File: config.mk
export PLATFORM = sky130hd
export DESIGN_NAME = query_string_percent_decoder
export DESIGN_NICKNAME = d
export VERILOG_FILES = /design/src/sv/qspd_pkg.sv /design/src/sv/qspd_front.sv /design/src/sv/qspd_queue.sv /design/src/sv/qspd_back.sv /design/src/sv/query_string_percent_decoder.sv
export SDC_FILE = /design/constraint.sdc
export NUM_CORES = 1
export LEC_CHECK = 0
export BUFFER_PORTS_ARGS = -buffer_cell sky130_fd_sc_hd__buf_2
export CAP_MARGIN = 15
export CORE_MARGIN = 3
export CORE_UTILIZATION = 60
export CTS_CLUSTER_SIZE = 30
export DETAILED_ROUTE_END_ITERATION = 10
export PLACE_DENSITY = 0.8
export SLEW_MARGIN = 5
export SYNTH_ARGS = -nofsm -noshare
export SYNTH_HDL_FRONTEND = slang
export SYNTH_SLANG_ARGS = --single-unit
File: constraint.sdc
create_clock -name clk -period 21.7 [get_ports clk]
set_input_delay 2.17 -clock clk [delete_from_list [all_inputs] [get_ports clk]]
set_output_delay 2.17 -clock clk [all_outputs]
set_load 0.005 [all_outputs]
File: src/sv/qspd_pkg.sv
`default_nettype none

package qspd_pkg;

	localparam int MAX_PAIRS       = 16;
	localparam int KEY_MAX_BYTES   = 255;
	localparam int VALUE_MAX_BYTES = 1023;

	localparam int TOK_MAX   = (KEY_MAX_BYTES > VALUE_MAX_BYTES) ? KEY_MAX_BYTES : VALUE_MAX_BYTES;
	localparam int LEN_W     = $clog2(TOK_MAX + 1);
	localparam int PAIR_W    = 5;
	localparam int LIMIT_W   = 5;
	localparam logic [LIMIT_W-1:0] LIMIT_RESET = LIMIT_W'(16);

	// An input byte causes at most this many results.
	localparam int RES_MAX   = 5;
	localparam int RES_IDX_W = $clog2(RES_MAX);
	localparam int CNT_W     = $clog2(RES_MAX + 1);

	localparam int QUEUE_DEPTH = 4;
	localparam int QPTR_W      = $clog2(QUEUE_DEPTH);
	localparam int QCNT_W      = $clog2(QUEUE_DEPTH + 1);

	typedef enum logic [1:0] {
		KIND_KEY       = 2'd0,
		KIND_VALUE     = 2'd1,
		KIND_PAIR_END  = 2'd2,
		KIND_QUERY_END = 2'd3
	} kind_t;

	typedef struct packed {
		logic [7:0]        data;
		kind_t             kind;
		logic [PAIR_W-1:0] pn;
	} res_t;

	typedef struct packed {
		res_t [RES_MAX-1:0] res;
		logic [CNT_W-1:0]   cnt;
	} bundle_t;

endpackage

`default_nettype wire

File: src/sv/qspd_front.sv
`default_nettype none

module qspd_front
	import qspd_pkg::*;
(
	input  wire logic               clk,
	input  wire logic               arst_n,
	input  wire logic               in_valid,
	output logic                    in_stall,
	input  wire logic [7:0]         data_byte,
	input  wire logic               last_byte,
	input  wire logic               cfg_valid,
	input  wire logic [LIMIT_W-1:0] pair_cap,
	input  wire logic               q_full,
	output logic                    q_push,
	output bundle_t                 q_data
);

	localparam logic [7:0] CH_PERCENT = 8'h25;
	localparam logic [7:0] CH_PLUS    = 8'h2B;
	localparam logic [7:0] CH_EQUALS  = 8'h3D;
	localparam logic [7:0] CH_AMP     = 8'h26;
	localparam logic [7:0] CH_SPACE   = 8'h20;
	localparam logic [7:0] CH_NUL     = 8'h00;

	typedef enum logic [1:0] {
		PH_START = 2'd0,
		PH_KEY   = 2'd1,
		PH_VALUE = 2'd2,
		PH_STOP  = 2'd3
	} phase_t;

	typedef struct packed {
		phase_t            phase;
		logic [1:0]        pc;
		logic [7:0]        dig;
		logic [LEN_W-1:0]  len;
		logic              cut;
		logic [PAIR_W-1:0] pcnt;
		bundle_t           out;
	} work_t;

	phase_t              phase_q;
	logic [1:0]          pend_cnt_q;
	logic [7:0]          pend_dig_q;
	logic [LEN_W-1:0]    tok_len_q;
	logic                tok_cut_q;
	logic [PAIR_W-1:0]   pair_cnt_q;
	logic [LIMIT_W-1:0]  pair_cap_q;
	work_t               w_d;
	logic                accept;
	logic                at_limit;

	function automatic logic is_hex(logic [7:0] c);
		return (c >= 8'h30 && c <= 8'h39) || (c >= 8'h61 && c <= 8'h66) ||
			(c >= 8'h41 && c <= 8'h46);
	endfunction

	function automatic logic [3:0] hex_val(logic [7:0] c);
		logic [7:0] v;
		if (c <= 8'h39) begin
			v = c - 8'h30;
		end else if (c >= 8'h61) begin
			v = c - 8'h57;
		end else begin
			v = c - 8'h37;
		end
		return v[3:0];
	endfunction

	function automatic work_t put(work_t w, logic [7:0] b, kind_t k);
		if (w.out.cnt < CNT_W'(RES_MAX)) begin
			w.out.res[w.out.cnt[RES_IDX_W-1:0]] = '{data: b, kind: k, pn: w.pcnt};
			w.out.cnt = w.out.cnt + CNT_W'(1);
		end
		return w;
	endfunction

	function automatic work_t emit(work_t w, logic [7:0] c);
		logic [LEN_W-1:0] lim;
		lim = (w.phase == PH_KEY) ? LEN_W'(KEY_MAX_BYTES) : LEN_W'(VALUE_MAX_BYTES);
		if (!w.cut) begin
			if (c == CH_NUL || w.len >= lim) begin
				w.cut = 1'b1;
			end else begin
				w = put(w, c, (w.phase == PH_KEY) ? KIND_KEY : KIND_VALUE);
				w.len = w.len + LEN_W'(1);
			end
		end
		return w;
	endfunction

	// Held escape bytes leave as literal text.
	function automatic work_t flush(work_t w);
		if (w.pc != 2'd0) begin
			w = emit(w, CH_PERCENT);
		end
		if (w.pc == 2'd2) begin
			w = emit(w, w.dig);
		end
		w.pc = 2'd0;
		return w;
	endfunction

	function automatic work_t token_byte(work_t w, logic [7:0] c);
		if (w.pc == 2'd1) begin
			if (is_hex(c)) begin
				w.dig = c;
				w.pc = 2'd2;
				return w;
			end
			w = flush(w);
		end else if (w.pc == 2'd2) begin
			if (is_hex(w.dig) && is_hex(c)) begin
				w.pc = 2'd0;
				return emit(w, {hex_val(w.dig), hex_val(c)});
			end
			w = flush(w);
		end
		if (c == CH_PERCENT) begin
			w.pc = 2'd1;
		end else if (c == CH_PLUS) begin
			w = emit(w, CH_SPACE);
		end else begin
			w = emit(w, c);
		end
		return w;
	endfunction

	function automatic work_t start_token(work_t w, phase_t ph);
		w.phase = ph;
		w.len = '0;
		w.cut = 1'b0;
		w.pc = 2'd0;
		return w;
	endfunction

	function automatic work_t close_pair(work_t w);
		w = flush(w);
		w = put(w, 8'h00, KIND_PAIR_END);
		w.pcnt = w.pcnt + PAIR_W'(1);
		return w;
	endfunction

	assign at_limit = (pair_cnt_q >= PAIR_W'(pair_cap_q)) || (int'(pair_cnt_q) >= MAX_PAIRS);

	always_comb begin
		w_d.phase = phase_q;
		w_d.pc = pend_cnt_q;
		w_d.dig = pend_dig_q;
		w_d.len = tok_len_q;
		w_d.cut = tok_cut_q;
		w_d.pcnt = pair_cnt_q;
		w_d.out = '0;
		unique case (phase_q)
			PH_START: begin
				if (data_byte == CH_NUL || data_byte == CH_AMP || data_byte == CH_EQUALS ||
					at_limit) begin
					w_d.phase = PH_STOP;
				end else begin
					w_d = start_token(w_d, PH_KEY);
					w_d = token_byte(w_d, data_byte);
				end
			end
			PH_KEY, PH_VALUE: begin
				if (data_byte == CH_NUL) begin
					w_d = close_pair(w_d);
					w_d.phase = PH_STOP;
				end else if (data_byte == CH_AMP) begin
					w_d = close_pair(w_d);
					w_d.phase = PH_START;
				end else if (data_byte == CH_EQUALS && phase_q == PH_KEY) begin
					w_d = flush(w_d);
					w_d = start_token(w_d, PH_VALUE);
				end else begin
					w_d = token_byte(w_d, data_byte);
				end
			end
			default: begin
				w_d.phase = PH_STOP;
			end
		endcase
		if (last_byte) begin
			if (w_d.phase == PH_KEY || w_d.phase == PH_VALUE) begin
				w_d = close_pair(w_d);
			end
			w_d = put(w_d, 8'h00, KIND_QUERY_END);
			w_d.phase = PH_START;
			w_d.pc = 2'd0;
			w_d.dig = 8'h00;
			w_d.len = '0;
			w_d.cut = 1'b0;
			w_d.pcnt = '0;
		end
	end

	assign in_stall = q_full;
	assign accept   = in_valid && !q_full;
	assign q_push   = accept && (w_d.out.cnt != '0);
	assign q_data   = w_d.out;

	always_ff @(posedge clk or negedge arst_n) begin
		if (!arst_n) begin
			phase_q     <= PH_START;
			pend_cnt_q  <= 2'd0;
			pend_dig_q  <= 8'h00;
			tok_len_q   <= '0;
			tok_cut_q   <= 1'b0;
			pair_cnt_q  <= '0;
			pair_cap_q  <= LIMIT_RESET;
		end else begin
			if (cfg_valid) begin
				pair_cap_q <= pair_cap;
			end
			if (accept) begin
				phase_q    <= w_d.phase;
				pend_cnt_q <= w_d.pc;
				pend_dig_q <= w_d.dig;
				tok_len_q  <= w_d.len;
				tok_cut_q  <= w_d.cut;
				pair_cnt_q <= w_d.pcnt;
			end
		end
	end

endmodule

`default_nettype wire

File: src/sv/qspd_queue.sv
`default_nettype none

module qspd_queue
	import qspd_pkg::*;
(
	input  wire logic    clk,
	input  wire logic    arst_n,
	input  wire logic    push,
	input  wire bundle_t push_data,
	output logic         full,
	input  wire logic    pop,
	output bundle_t      head,
	output logic         empty
);

	bundle_t             mem_q [QUEUE_DEPTH];
	logic [QPTR_W-1:0]   wr_ptr_q;
	logic [QPTR_W-1:0]   rd_ptr_q;
	logic [QCNT_W-1:0]   count_q;

	function automatic logic [QPTR_W-1:0] next_ptr(logic [QPTR_W-1:0] p);
		return (p == QPTR_W'(QUEUE_DEPTH - 1)) ? '0 : p + QPTR_W'(1);
	endfunction

	assign full  = (count_q == QCNT_W'(QUEUE_DEPTH));
	assign empty = (count_q == '0);
	assign head  = mem_q[rd_ptr_q];

	always_ff @(posedge clk) begin
		if (push) begin
			mem_q[wr_ptr_q] <= push_data;
		end
	end

	always_ff @(posedge clk or negedge arst_n) begin
		if (!arst_n) begin
			wr_ptr_q <= '0;
			rd_ptr_q <= '0;
			count_q  <= '0;
		end else begin
			if (push) begin
				wr_ptr_q <= next_ptr(wr_ptr_q);
			end
			if (pop) begin
				rd_ptr_q <= next_ptr(rd_ptr_q);
			end
			if (push && !pop) begin
				count_q <= count_q + QCNT_W'(1);
			end else if (pop && !push) begin
				count_q <= count_q - QCNT_W'(1);
			end
		end
	end

endmodule

`default_nettype wire

File: src/sv/qspd_back.sv
`default_nettype none

module qspd_back
	import qspd_pkg::*;
(
	input  wire logic        clk,
	input  wire logic        arst_n,
	input  wire bundle_t     head,
	input  wire logic        empty,
	output logic             pop,
	output logic             out_valid,
	input  wire logic        out_stall,
	output logic [7:0]       out_byte,
	output logic [1:0]       kind,
	output logic [PAIR_W-1:0] pair_number,
	output logic             last_result
);

	logic [RES_IDX_W-1:0] idx_q;
	logic                 accept;
	res_t                 cur;

	assign cur         = head.res[idx_q];
	assign out_valid   = !empty;
	assign out_byte    = cur.data;
	assign kind        = cur.kind;
	assign pair_number = cur.pn;
	assign last_result = (CNT_W'(idx_q) + CNT_W'(1)) == head.cnt;
	assign accept      = out_valid && !out_stall;
	// The bundle leaves the queue once its final result is taken.
	assign pop         = accept && last_result;

	always_ff @(posedge clk or negedge arst_n) begin
		if (!arst_n) begin
			idx_q <= '0;
		end else if (accept) begin
			idx_q <= last_result ? '0 : idx_q + RES_IDX_W'(1);
		end
	end

endmodule

`default_nettype wire

File: src/sv/query_string_percent_decoder.sv
// Query string percent decoder.
// Input channel: in_valid / in_stall with data_byte and last_byte; one raw byte of
// the query string is accepted at each edge where in_valid is high and in_stall low.
// Output channel: out_valid / out_stall with out_byte, kind, pair_number and
// last_result; a result is taken at each edge where out_valid is high and out_stall low.
// Configuration: pair_cap is written at an edge where cfg_valid and cfg_ready are high;
// cfg_ready is always high. Write it only while no item is in flight.
// Path: the front decodes each accepted byte combinationally into a bundle of up to
// five results and pushes it into a four-entry queue of bundles; the back reads the
// queue head and sends one result per cycle while out_stall is low.
// Throughput: one byte per cycle while in_stall is low and bytes yield at most one
// result each. Bytes with no result push no bundle into the queue.
// Reset: the queue is emptied, the parser returns to key start with no pairs counted,
// and pair_cap returns to 16.
// Stall: a stalled result holds on the outputs; once the queue holds four bundles,
// in_stall rises until a bundle drains.
`default_nettype none

module query_string_percent_decoder
	import qspd_pkg::*;
(
	input  wire logic               clk,
	input  wire logic               arst_n,
	input  wire logic               in_valid,
	output logic                    in_stall,
	input  wire logic [7:0]         data_byte,
	input  wire logic               last_byte,
	input  wire logic               cfg_valid,
	output logic                    cfg_ready,
	input  wire logic [LIMIT_W-1:0] pair_cap,
	output logic                    out_valid,
	input  wire logic               out_stall,
	output logic [7:0]              out_byte,
	output logic [1:0]              kind,
	output logic [PAIR_W-1:0]       pair_number,
	output logic                    last_result
);

	logic    q_full;
	logic    q_push;
	logic    q_pop;
	logic    q_empty;
	bundle_t q_wdata;
	bundle_t q_head;

	assign cfg_ready = 1'b1;

	qspd_front u_front (
		.clk       (clk),
		.arst_n    (arst_n),
		.in_valid  (in_valid),
		.in_stall  (in_stall),
		.data_byte (data_byte),
		.last_byte (last_byte),
		.cfg_valid (cfg_valid),
		.pair_cap  (pair_cap),
		.q_full    (q_full),
		.q_push    (q_push),
		.q_data    (q_wdata)
	);

	qspd_queue u_queue (
		.clk       (clk),
		.arst_n    (arst_n),
		.push      (q_push),
		.push_data (q_wdata),
		.full      (q_full),
		.pop       (q_pop),
		.head      (q_head),
		.empty     (q_empty)
	);

	qspd_back u_back (
		.clk         (clk),
		.arst_n      (arst_n),
		.head        (q_head),
		.empty       (q_empty),
		.pop         (q_pop),
		.out_valid   (out_valid),
		.out_stall   (out_stall),
		.out_byte    (out_byte),
		.kind        (kind),
		.pair_number (pair_number),
		.last_result (last_result)
	);

endmodule

`default_nettype wire

==> summary.md <==
| Metric | Value |
|---|---|
| Result of the run | finished with violations |
| Failing checks | DRC |
| Clock transition at the register clock pins on the worst setup and hold paths after CTS | 0.06 ns |
| Flops & latches, synth | 355 |
| Pre-antenna DRT Iters | 11 |
| Skew final | 0.02193 ns |
| Place WS | 4.802 ns |
| Post-route total power | 2.932 mW |
| Number of setup buffers added after CTS | 0 |
| Number of buffers added by the clock tree synthesis step | 36 |
| Highest-count cells in the layout ignoring fill and taps | sky130_fd_sc_hd__edfxtp_1, sky130_fd_sc_hd__nand2_1, sky130_fd_sc_hd__nor2_1 |
| Number of I/O pins | 38 |
| Kind of start point of the critical path | input pin |
| # resized after CTS | 0 |
| Routability cong. | 1.021 |
| Post-synthesis async set-or-reset flop share | 12.11% |
| Combined area of all synthesized cells | 21970 um2 |
| Slowest stage cell, crit path | sky130_fd_sc_hd__buf_4 |
| Buffers from clock root to sink, at most | 3 |
| Synthesized netlist cell count | 1998 |
| Wire length reported by the detailed router | 72.52 mm |
| Die X | 197.4 um |
| Post-synth EDFFs | 312 |
| Core Util, Final | 66.00% |
| Largest stage delay, worst path | 0.73 ns |
| Antenna violations before repair | 2 |
| DIE HEIGHT | 197.4 um |
| Max Cap Violations | 0 |
| Std-Cell Core Area | 35830 um2 |
| Total clock sinks | 355 |
| Leak | 8.311 nW |
| Area Growth Syn to Fin | 7.643% |
| Remaining Overflow, GRT | 0 |
| Ratio of total power to cell area | 124.0 nW/um2 |
| Max-slew violations | 0 |
| Net switching fraction of the power | 39.61% |
| Fin crit share | 76.83% |
| Combinational fraction of design power | 43.3% |
| Hold crit path type | reg2reg |
| Wire length of the first global-routing pass | 109.0 mm |
| Vias in the first global route | 17610 |
| Dominant combinational cell family by area after synthesis | compound AO/OA/AOI/OAI gates |
| Post-layout nets | 2068 |
| Achievable frequency | 0.05998 GHz |
| Violation count after the first detailed-route iteration | 3007 |
| Setup repair after global routing missed its margin | false |
| Arr. time, crit path | 16.82 ns |
| Unique cell type count in the Yosys netlist | 111 |
| Post-synthesis share of cell area spent on and, or, nand and nor gates | 13.99% |
| Setup-violating endpoint count in the final report | 0 |
| Sequential cell fraction of total power | 35.4% |
| Switching power summed over all nets | 1.162 mW |
| Antenna-violating nets left | 0 |
| Most frequent cell on the critical path | sky130_fd_sc_hd__ha_1 |
| TritonCTS clock tree | yes |
| Post-synthesis compound-gate area fraction | 18.75% |
| Net count of the mapped netlist | 2078 |
| Share of layout cells above drive strength 1 | 14.15% |
| Cell Int Power | 1.771 mW |
| Initial Util | 61.32% |
| Final Hold Fails | 0 |
| Fraction of power consumed by the clock network | 21.3% |
| Standard-cell row count | 69 |
| Share of synthesized area spent on multiplexers | 10.75% |
| Clock latency on the worst-skew pair | 0.53 ns |
| Adder-Cell Fraction of Synth Area | 3.508% |
| Rel. slew slack | 15.19% |
| Via count | 18310 |
| Maximum vdd drop | 89.16 uV |
| CTS Hold Buffers Added | 0 |
| Worst Tran Pin Value | 1.256 ns |
| Count of warnings emitted by yosys | 0 |
| Data required time of the critical path | 21.85 ns |
| Total negative slack | 0 ns |
| Inserted Diodes | 0 |
| Post-route worst setup slack | 5.028 ns |
| Worst-case hold slack | 0.5103 ns |
| Overall die area | 38950 um2 |
| Clock tree root driver cell | sky130_fd_sc_hd__clkbuf_16 |
| HPWL Detailed | 51.40 mm |
| DRC | 1 |
| Routed WL per cell | 29.30 um |
| Largest fanout on the critical path | 60 |
| Xor-xnor portion of the synthesized cell area | 1.993% |
| Top flip-flop cell by instance count after synthesis | sky130_fd_sc_hd__edfxtp_1 |
| Worst setup path class | in2reg |
| H-tree levels | 2 |
| Overall fraction of global-route tracks in use | 36.88% |
| Pin count of the biggest net entering global routing | 64 |
| Most frequent standard cell in the layout excluding fill and tap cells | sky130_fd_sc_hd__edfxtp_1 |
| Endpoint kind of the worst setup timing path | flip-flop |
| Part of the Yosys area used for sequential elements | 47.55% |
| Vias per inst | 7.400 |
| Avg Synthesized Cell Area | 11.00 um2 |
| PortBufs | 36 |
| Post-layout min period | 16.67 ns |
registers in the layout, summed over array words and instances (netlist names):
| signal | count |
|---|---|
| u_queue.rd_ptr_q | 2 |
| u_front.pend_dig_q | 8 |
| u_front.pend_cnt_q | 2 |
| u_front.tok_cut_q | 1 |
| u_queue.mem_q | 312 |
| u_front.tok_len_q | 10 |
| u_front.pair_cap_q | 5 |
| u_back.idx_q | 3 |
| u_queue.count_q | 3 |
| u_queue.wr_ptr_q | 2 |
| u_front.phase_q | 2 |
| u_front.pair_cnt_q | 5 |
per-layer routing:
layer | GRT usage, % | vias up | routed length (um)
li1 | - | 7806 | -
met1 | 50.93 | 8830 | 27510
met2 | 56.63 | 1396 | 32510
met3 | 9.244 | 278 | 8914
met4 | 14.97 | 4 | 3560
met5 | 0 | - | 27
cells in the mapped netlist, drive strengths merged (41+ instances only):
| master | count | area (um2) |
|---|---|---|
| a21oi | 105 | 540.5 |
| clkbuf | 79 | 296.5 |
| buf | 41 | 231.5 |
| ha | 60 | 750.7 |
| nand2 | 191 | 716.9 |
| dfrtp | 42 | 1051 |
| nor2 | 168 | 635.6 |
| o21ai | 139 | 710.7 |
| nand3 | 59 | 295.3 |
| xnor2 | 41 | 359.1 |
| nor3 | 56 | 311.6 |
| mux2i | 45 | 450.4 |
| edfxtp | 312 | 9369 |
| inv | 56 | 212.7 |
| mux4 | 78 | 1757 |
logic make-up (layout without fill, tap and decap cells):
logic type,after synthesis,count (layout)
other,1,1
multiplexers,136,136
adder cells (fa/ha/maj),61,61
AO/OA/AOI/OAI,581,581
flip-flops,355,355
XOR/XNOR,50,50
AND/OR/NAND/NOR,634,634
buffers and inverters,180,196
area by class of cell:
| cell class | count | area [um2] |
|---|---|---|
| multi-input cells | 1463 | 10780 |
| well taps | 461 | 576.8 |
| clock buffers | 44 | 952.2 |
| fillers | 2667 | 12180 |
| repair buffers | 72 | 450.4 |
| flip-flops and latches | 355 | 10450 |
| inverters | 60 | 227.7 |
| clock inverters | 20 | 210.2 |
power groups by stage:
stage	Sequential (mW)	Combinational [mW]	Clock, mW
2_1_floorplan	1.01	0.858	0
3_3_place_gp	1.04	1.19	0
3_5_place_dp	1.05	1.22	0
4_1_cts	1.04	1.24	0.628
5_1_grt	1.05	1.35	0.655
6_report	1.04	1.27	0.623
through the flow:
step	cells	area, um2
after floorplan	1998	21970
after global placement	2411	22490
after detailed placement	2411	22490
after CTS	2475	23650
after global routing	2475	23650
final	2475	23650
worst max-delay path: cells and delay by family:
kind            cells  cell delay, ns
compound gates     19            4.70
xor+xnor            4            0.72
fa+ha+maj           7            1.98
buf+inv             6            1.44
simple gates       22            5.71
worst paths after layout:
check | startpoint | end | slack (ns) | depth (start not counted)
setup reg to reg | u_front.phase_q[1] | u_queue.mem_q[1][73] | 5.09 | 59
setup / recovery | data_byte[1] | u_queue.mem_q[1][73] | 5.03 | 58
min in group asynchronous | arst_n | u_front.pair_cap_q[3] | 1.77 | 2
hold reg to reg | u_queue.count_q[2] | u_queue.count_q[2] | 0.51 | 1
max in group asynchronous | arst_n | u_queue.rd_ptr_q[1] | 19.41 | 2
hold / removal | u_queue.count_q[2] | u_queue.count_q[2] | 0.51 | 1
No activity file was read; power rests on OpenSTA's default activity.
